### src/odt_pkg.sv
package odt_pkg;

  localparam int CMD_W   = 2;
  localparam int ID_W    = 32;
  localparam int PRICE_W = 32;
  localparam int QTY_W   = 31;
  localparam int FILL_W  = 32;
  localparam int CODE_W  = 3;
  localparam int STAT_W  = 2;

  // Command codes.
  localparam logic [CMD_W-1:0] CMD_PLACE  = 2'd0;
  localparam logic [CMD_W-1:0] CMD_CANCEL = 2'd1;
  localparam logic [CMD_W-1:0] CMD_FILL   = 2'd2;

  // Result codes.
  localparam logic [CODE_W-1:0] RC_PLACED    = 3'd0;
  localparam logic [CODE_W-1:0] RC_CANCELLED = 3'd1;
  localparam logic [CODE_W-1:0] RC_NOT_FOUND = 3'd2;
  localparam logic [CODE_W-1:0] RC_CLOSED    = 3'd3;
  localparam logic [CODE_W-1:0] RC_IGNORED   = 3'd4;
  localparam logic [CODE_W-1:0] RC_PARTIAL   = 3'd5;
  localparam logic [CODE_W-1:0] RC_FILLED    = 3'd6;
  localparam logic [CODE_W-1:0] RC_FULL      = 3'd7;

  // Order status codes held in a slot.
  localparam logic [STAT_W-1:0] ST_NEW     = 2'd0;
  localparam logic [STAT_W-1:0] ST_PARTIAL = 2'd1;
  localparam logic [STAT_W-1:0] ST_FILLED  = 2'd2;

  // Commands from the controller to the datapath.
  typedef struct packed {
    logic ready;     // input channel may take an item
    logic clr_step;  // clear one slot of the table
    logic accept;    // an item is taken this cycle
    logic mem_rd;    // read the addressed slot
    logic exec;      // apply the command and load the result
  } odt_cmd_t;

  // Status from the datapath to the controller.
  typedef struct packed {
    logic req_valid;  // an item is offered
    logic clr_last;   // the clearing pass is at its last slot
    logic mod_done;   // the slot index is ready
    logic out_busy;   // the result register still holds an untaken item
  } odt_sts_t;

endpackage

### src/odt_ctrl.sv
module odt_ctrl (
  input  logic              clk,
  input  logic              rst,
  input  odt_pkg::odt_sts_t sts,
  output odt_pkg::odt_cmd_t cmd
);
  import odt_pkg::*;

  typedef enum logic [2:0] {
    S_CLEAR,
    S_IDLE,
    S_MODW,
    S_EXEC
  } state_t;

  state_t state;
  logic   ready;

  always_ff @(posedge clk) begin
    if (rst) begin
      state <= S_CLEAR;
      ready <= 1'b0;
    end else begin
      case (state)
        S_CLEAR: begin
          if (sts.clr_last) begin
            state <= S_IDLE;
            ready <= 1'b1;
          end
        end
        S_IDLE: begin
          if (sts.req_valid) begin
            state <= S_MODW;
            ready <= 1'b0;
          end
        end
        S_MODW: begin
          if (sts.mod_done) begin
            state <= S_EXEC;
          end
        end
        S_EXEC: begin
          if (!sts.out_busy) begin
            state <= S_IDLE;
            ready <= 1'b1;
          end
        end
        default: begin
          state <= S_CLEAR;
          ready <= 1'b0;
        end
      endcase
    end
  end

  always_comb begin
    cmd.ready    = ready;
    cmd.clr_step = (state == S_CLEAR);
    cmd.accept   = ready && sts.req_valid;
    cmd.mem_rd   = (state == S_MODW) && sts.mod_done;
    cmd.exec     = (state == S_EXEC) && !sts.out_busy;
  end

endmodule

### config.mk
export PLATFORM = sky130hd
export DESIGN_NAME = odt_ctrl
export DESIGN_NICKNAME = d
export VERILOG_FILES = /design/src/odt_pkg.sv /design/src/odt_ctrl.sv
export SDC_FILE = /design/constraint.sdc
export NUM_CORES = 1
export LEC_CHECK = 0
export BUFFER_PORTS_ARGS = -buffer_cell sky130_fd_sc_hd__buf_4
export CORE_AREA = 2 2 39 41
export DETAILED_ROUTE_END_ITERATION = 6
export DIE_AREA = 0 0 41 43
export SLEW_MARGIN = 25
export SYNTH_ARGS = -nofsm -noshare
export SYNTH_HDL_FRONTEND = slang
export SYNTH_SLANG_ARGS = --single-unit
### constraint.sdc
create_clock -name clk -period 2.4 [get_ports clk]
set_input_delay 0.12 -clock clk [delete_from_list [all_inputs] [get_ports clk]]
set_output_delay 0.12 -clock clk [all_outputs]
set_load 0.02 [all_outputs]
==> results by stage, run 1 <==
Status:
- The run finished with clean final reports.

Setup path:
- Along the worst path, the maximum fanout reaches 4.
- The critical path launch point type is a flop.
- The worst setup path is captured at a flop.
- The largest individual stage delay along the critical path comes from the cell sky130_fd_sc_hd__a2111oi_4.
- Data on the critical path is required at its endpoint by 2510 ps.
- The data arrival time of the critical path is 1750 ps.
- The signal on the critical path passes through inv_1 -> ha_1 -> nor2b_4 -> a2111oi_4 -> mux2_4.
- The path type of the worst setup path is reg2reg.
- The maximum single-stage delay on the critical path is 400 ps.
- The number of buffers and inverters on the critical path is 1.
- On the critical path the largest part of the delay comes from compound AO/OA/AOI/OAI gates.

Layout:
- Leaving out fill and tap cells, the most frequent cell in the layout is sky130_fd_sc_hd__buf_4.
- The number of filler cells placed in the layout is 156.
- The sequential standard cell area is 60.1 um2.
- The area taken by multi-input logic gates is 195 um2.
- The count of antenna diodes in the layout is 0.
- The total number of nets in the final design is 52.
- The ratio of cells with drive above 1 in the final layout is 41.5%.
- Relative to the synthesized area, the layout overhead comes to 41.6%.
- Once layout is done, the placed cells without fillers occupy 388 um2.
- Leaving out fill and tap cells, the most frequent cells in the layout are sky130_fd_sc_hd__buf_4 (10), sky130_fd_sc_hd__ha_1 (4).
- After the flow finishes, the layout carries non-filler instances totaling 57.

STA:
- Setup violations remaining at the end of the flow were counted as 0.
- Setup repair after global routing left no endpoint under its margin.
- The smallest clock period supported by the final layout is computed as 1630 ps.
- The final count of pins violating max slew is 0.
- On the final layout, the worst hold slack is 215 ps.
- In the finished design, the share of the clock period the worst path needs comes to 68.1%.
- The total negative slack for setup checks is 0 ps.
- The peak clock frequency supported by timing is 612 MHz.
- Clock skew on the completed layout was measured at 2.06 ps.
- The headroom to the max-slew limit is 76.0%.
- At the pin with the least slew margin, the transition time is 360 ps.
- The number of failing hold endpoints at the final stage was 0.

CTS:
- The post-CTS setup-driven buffer insertion count is 0.
- Post-CTS repair changed the size of 0 cells.
- The level count of the clock H-tree is 1.
- TritonCTS built the clock tree.
- Buffers inserted during clock tree synthesis total 3.
- The clock-pin slew of the registers on the worst-case setup and hold paths is 40 ps.
- The tree is rooted in a sky130_fd_sc_hd__clkbuf_4.
- For the worst-skew pair, the clock arrives at the later sink with an insertion delay of 230 ps.
- In this run, post-CTS hold repair placed 0 buffers.
- For this design, the sink count on the clock tree is 3.
- The longest clock path from root to sink contains 2 buffers.

Power and ir drop:
- After layout, the design draws a total of 0.461 mW.
- In this run the static leakage power is 0.190 nW.
- The power density over the cells is 1190 mW/mm2.
- The maximum ir drop on the vdd rail is 0.000318 V.

Place:
- The placed instances occupy a cell area of 362 um2.
- Once placement completed, the tool counted placed cells totaling 53.
- The placed wire-length estimate is 404 um.
- The weighted congestion reported at the end of routability-driven placement is 0.684.
- In this run the tool buffered the top-level ports with 10 buffer cells.

Logic synthesis:
- The netlist area before placement is 274 um2.
- Of the post-synthesis cell area, the part taken by muxes is 13.2%.
- The top cell type by area accounts for 21.9% of the synthesized area.
- A synthesized cell averages 9.79 um2.
- The adder-cell share of the synthesized area is 18.3%.
- The post-synthesis share of cell area spent on and, or, nand and nor gates is 29.7%.
- The biggest area contributor in the post-synthesis netlist is sky130_fd_sc_hd__dfxtp_1.
- In the post-synthesis netlist, the biggest area contributors are sky130_fd_sc_hd__dfxtp_1 (22%), sky130_fd_sc_hd__ha_1 (18%), sky130_fd_sc_hd__a2111oi_4 (10%).
- The register bit total from synthesis is 3.
- The synthesized netlist devotes 0% of its cell area to XOR and XNOR gates.
- Sequential elements use 21.9% of the synthesized area.
- The largest family of logic cells by synthesized area is simple AND/OR/NAND/NOR gates.
- Summing the areas of all compound-gate instances in the mapped netlist gives 10.0% of the synthesized area.
- The number of nets in the synthesized netlist is 38.
- The number of distinct library cells after synthesis is 14.
- The count of mapped cells out of synthesis is 28.
- During synthesis, Yosys emitted a total of 0 warnings.

Global routing:
- After global routing the overflow that remains totals 0.
- The first global-routing pass estimated 717 um of wire.
- Global routing used 6.52% of the available tracks across all layers.
- The number of global-route vias before repair was 205.
- The initial antenna violation count is 0.
- The largest net degree at the start of global routing is 7.

Die:
- The die covers 0.00176 mm2.
- 11 I/O pins were placed.
- The core region is 0.00138 mm2.
- The floorplan has 14 rows.
- The height of the die is 43 um.
- The starting density of the core is 19.8%.
- Measured along the x axis, the die boundary spans 41 um.

Detailed routing:
- In this run, the number of DRC markers left after iteration 0 of detailed routing was 0.
- The detailed-route wire length is 453 um.
- The post-detailed-route DRC marker count is 0.
- The per-cell via count in the routed design is 3.86.
- The mean routed wirelength per cell is 7.95 um.
- Once detail routing completed, the nets flagged for antenna violations numbered 0.
- The detailed-routing iteration count for the pre-antenna-repair pass is 1.
- The routed layout has 220 vias.

Flow run:
- The total of max-cap violations is 0.

Worst hold path:
- In this run the worst hold path is classified as in2reg.
registers in the layout, indices dropped and copies added (netlist names):
name and cells:
state 2, ready 1
final cells by class:
type / instances / area share (%)
Clock buffer: 4 / 6.77
Multi-Input combinational cell: 21 / 50.3
Tap cell: 16 / 5.16
Sequential cell: 3 / 15.5
Inverter: 3 / 2.90
Timing Repair Buffer: 10 / 19.4
kinds of logic (layout without fill, tap and decap cells):
logic type | after synthesis | after routing
and+or+nand+nor | 13 | 13
muxes | 3 | 3
adders and majority gates | 4 | 4
buffers and inverters | 4 | 17
DFF | 3 | 3
AOI/OAI and AO/OA | 1 | 1
worst paths after layout:
check | start | to | slack (ps) | cells past startpoint
worst min-delay path | rst | state[1] | 220 | 3
worst max register to register | state[1] | state[0] | 770 | 5
worst min register to register | state[1] | state[1] | 530 | 2
worst max-delay path | state[1] | state[0] | 770 | 5
power by group:
part | total, mW | internal [mW] | leakage (nW) | switching [mW]
clock network | 0.0862 | 0.0622 | 0.0150 | 0.0240
logic | 0.283 | 0.152 | 0.150 | 0.131
registers | 0.0914 | 0.0738 | 0.0249 | 0.0176
layer usage:
metal	vias to the layer above	routed length (um)	global-route usage [%]	part of all wire, %
met1	96	186	6.41	41
met5	-	0	0	0
met4	0	0	6.00	0
li1	118	-	-	-
met3	0	33	3.14	7.3
met2	6	233	9.38	51
worst min-delay path: stages:
cell and delay [ps]:
sky130_fd_sc_hd__buf_4 110, sky130_fd_sc_hd__nand2b_1 100, sky130_fd_sc_hd__mux2i_1 60
cell usage after synthesis:
cell type and number:
sky130_fd_sc_hd__nor2b_4 1, sky130_fd_sc_hd__dfxtp_1 3, sky130_fd_sc_hd__nor4_1 1, sky130_fd_sc_hd__inv_1 3, sky130_fd_sc_hd__buf_4 1, sky130_fd_sc_hd__nor2b_1 3, sky130_fd_sc_hd__ha_1 4, sky130_fd_sc_hd__nand2b_1 2
sky130_fd_sc_hd__mux2i_1 1, sky130_fd_sc_hd__and2_1 3, sky130_fd_sc_hd__mux2_4 1, sky130_fd_sc_hd__nor2_1 3, sky130_fd_sc_hd__mux2_2 1, sky130_fd_sc_hd__a2111oi_4 1
stage by stage:
stage,setup slack [ps],util (%)
CTS,750,28.0
global route,685,28.0
floorplan,750,-
finish,766,28.0
global placement,791,26.1
detailed placement,756,26.1
Power figures use the tool's default switching activity.
==> run 2, diff against run 1 <==
==> constraint.sdc (replaced) <==
create_clock -name clk -period 1.7 [get_ports clk]
set_input_delay 0.085 -clock clk [delete_from_list [all_inputs] [get_ports clk]]
set_output_delay 0.085 -clock clk [all_outputs]
set_load 0.02 [all_outputs]
==> run 2 against run 1 <==
  * Hold slack lost 37 ps
  * Global-route usage shrank 0.40 points
  * Largest power group unchanged
  * Largest cell class unchanged
  * Power grew 43%
==> results by stage, run 2 (same netlist as run 1, synthesis figures left out) <==
Status:
- The flow ran to the end, and the final reports show no timing, DRC or antenna violations.

Die:
- The I/O pin count is 11 (unchanged).
- The number of placement rows was 14 (unchanged).
- The height of the die is 43 um (unchanged).
- The floorplan die width came to 41 um (unchanged).
- The starting density of the core is 19.8% (unchanged).
- The die outline area is 0.00176 mm2 (unchanged).
- The core area is 0.00138 mm2 (unchanged).

Global routing:
- The met3 track demand over resource is 4.71% (+1.6 points).
- The initial antenna violation count is 0 (unchanged).
- The global-route wire length before repair is 683 um (-4.7%).
- The largest net degree at the start of global routing came to 7 (unchanged).
- The met1 track demand over resource in global routing is 5.45% (-0.96 points).
- The number of global-route vias before repair is 195 (-4.9%).
- The total routing resource utilization after global routing came to 6.12% (-0.40 points).
- The remaining global-route overflow was 0 (unchanged).
- The global routing met2 resource utilization is 9.06% (-0.31 points).
- met2 is the most crowded layer.

Layout:
- The ratio of cells with drive above 1 in the final layout is 42.9% (+1.4 points).
- The number of flip-flops under the largest register name came to 2 (unchanged).
- The library cell used most frequently in the layout, excluding fill and tap cells, is sky130_fd_sc_hd__buf_4.
- The number of filler cells placed in the layout is 156 (unchanged).
- The top cell types in the final layout, fill and taps aside, are sky130_fd_sc_hd__buf_4 (11), sky130_fd_sc_hd__ha_1 (4).
- The area taken by multi-input logic gates is 195 um2 (unchanged).
- The total number of nets in the final design came to 53 (+1.9%).
- Ranked by flip-flop count, first place goes to state.
- The area growth from synthesis to layout is 44.3%.
- The number of standard cells in the final layout excluding fillers was 58 (+1.8%).
- The sequential standard cell area is 60.1 um2 (unchanged).
- The count of antenna diodes in the layout is 0 (unchanged).
- The largest registers in the layout are state (2), ready (1).
- The utilization after layout was 28.6% (+0.54 points).

Setup path:
- The data required time of the worst path is 1810 ps (-700 ps).
- The worst setup path is of the reg2reg kind.
- The kind of capture point of the worst setup path is a flop.
- The data arrival time of the critical path is 1760 ps (about the same).
- The worst setup path is launched from a flop.
- The maximum fanout along the worst path is 3 (-1).

Power and ir drop:
- The leakage component of the power was 0.195 nW (+2.8%).
- The power density over the cells is 1670 mW/mm2 (+41%).
- The maximum ir drop on the vdd rail came to 0.000548 V (+72%).
- The total design power is 0.661 mW (+43%).

Detailed routing:
- The per-cell via count in the routed design is 3.81 (-1.3%).
- The detailed-routing iteration count for the pre-antenna-repair pass is 2 (+1).
- The number of vias after detailed routing is 221 (+0.45%).
- The mean routed wirelength per cell is 7.86 um (-1.1%).
- The detailed-route wire length came to 456 um (+0.66%).
- The count of nets left with antenna violations after detail routing came to 0 (unchanged).
- The number of DRC markers after the initial detailed-route iteration is 4 (+4).
- The post-detailed-route DRC marker count is 0 (unchanged).

Place:
- The placed wire-length estimate is 409 um (+1.2%).
- The worst slack at placement is 49.4 ps (-707 ps).
- The post-placement cell count is 54 (+1.9%).
- The count of buffers from port buffering is 10 (unchanged).
- The weighted congestion reported at the end of routability-driven placement was 0.678 (-0.88%).

CTS:
- The root buffer cell chosen for the clock tree is sky130_fd_sc_hd__clkbuf_4.
- The number of sinks on the clock net came to 3 (unchanged).
- The count of hold buffers inserted by post-cts repair is 0 (unchanged).
- The clock-pin slew of the registers on the worst-case setup and hold paths is 40 ps (about the same).
- The number of instances resized during post-cts repair is 0 (unchanged).
- The level count of the clock H-tree is 1 (unchanged).
- The TritonCTS clock tree is done.
- The post-CTS setup-driven buffer insertion count is 0 (unchanged).
- The clock latency of the later-clocked register in the worst-skew pair is 230 ps (about the same).
- The number of buffers added by the clock tree synthesis step is 3 (unchanged).
- The buffer levels on the longest clock path is 2 (unchanged).

STA:
- The headroom to the max-slew limit is 77.5% (+1.5 points).
- The total negative slack for setup checks is 0 ps (unchanged).
- The measured slew at the worst slew-check pin was 337 ps (-22.5 ps).
- Setup repair after global routing left no endpoint under its margin.
- The final critical-path share of the clock period is 97.1% (+29 points).
- The peak clock frequency supported by timing came to 606 MHz (-0.98%).
- The worst setup skew after layout is 2.40 ps (+0.340 ps).
- The shortest period the worst path allows is 1650 ps (+16.2 ps).
- The smallest setup slack after layout is 49.6 ps (-716 ps).
- The count of final setup violators is 0 (unchanged).
- The final count of pins violating max slew is 0 (unchanged).
- The number of failing hold endpoints at the final stage is 0 (unchanged).

Worst hold path:
- In this run the worst hold path is classified as in2reg.

Flow run:
- The total of max-cap violations is 0 (unchanged).
[run 2: changes by cell type in the layout (fill, tap and decap cells not counted), sizes merged]
cell	before	now
buf	10	11
[run 2: final timing paths]
kind | depth (start not counted) | to | slack (ps) | startpoint
min | 3 | state[1] | 180 | rst
max | 5 | state[0] | 50 | state[0]
min reg2reg | 3 | state[1] | 610 | state[1]
max reg2reg | 5 | state[0] | 50 | state[0]
[run 2: final cells by class]
cell class,instances,share of cell area [%]
Inverter,3,2.85
Timing Repair Buffer,11,20.9
Clock buffer,4,6.65
Sequential cell,3,15.2
Tap cell,16,5.06
Multi-Input combinational cell,21,49.4
[run 2: metal layers]
| layer | routed length (um) | vias up |
|---|---|---|
| met1 | 195 | 96 |
| met3 | 39 | 0 |
| met2 | 221 | 6 |
| met4 | 0 | 0 |
| li1 | - | 119 |
| met5 | 0 | - |
[run 2: power breakdown]
group	internal (mW)	leakage, nW	switching [mW]
clock	0.0877	0.0150	0.0331
sequential	0.104	0.0249	0.0209
combinational	0.225	0.156	0.190
[run 2: through the flow]
step                      hold slack [ps]  area [um2]
after global routing                  185         395
final                                 179         395
after CTS                             174         395
after detailed placement              419         369
after floorplan                       248         274
after global placement                418         369
[run 2: critical path: stages, from the launching register on]
cell,delay [ps]
sky130_fd_sc_hd__dfxtp_1,360
sky130_fd_sc_hd__inv_1,90
sky130_fd_sc_hd__ha_1,220
sky130_fd_sc_hd__nor2b_4,140
sky130_fd_sc_hd__a2111oi_4,380
sky130_fd_sc_hd__mux2_4,340
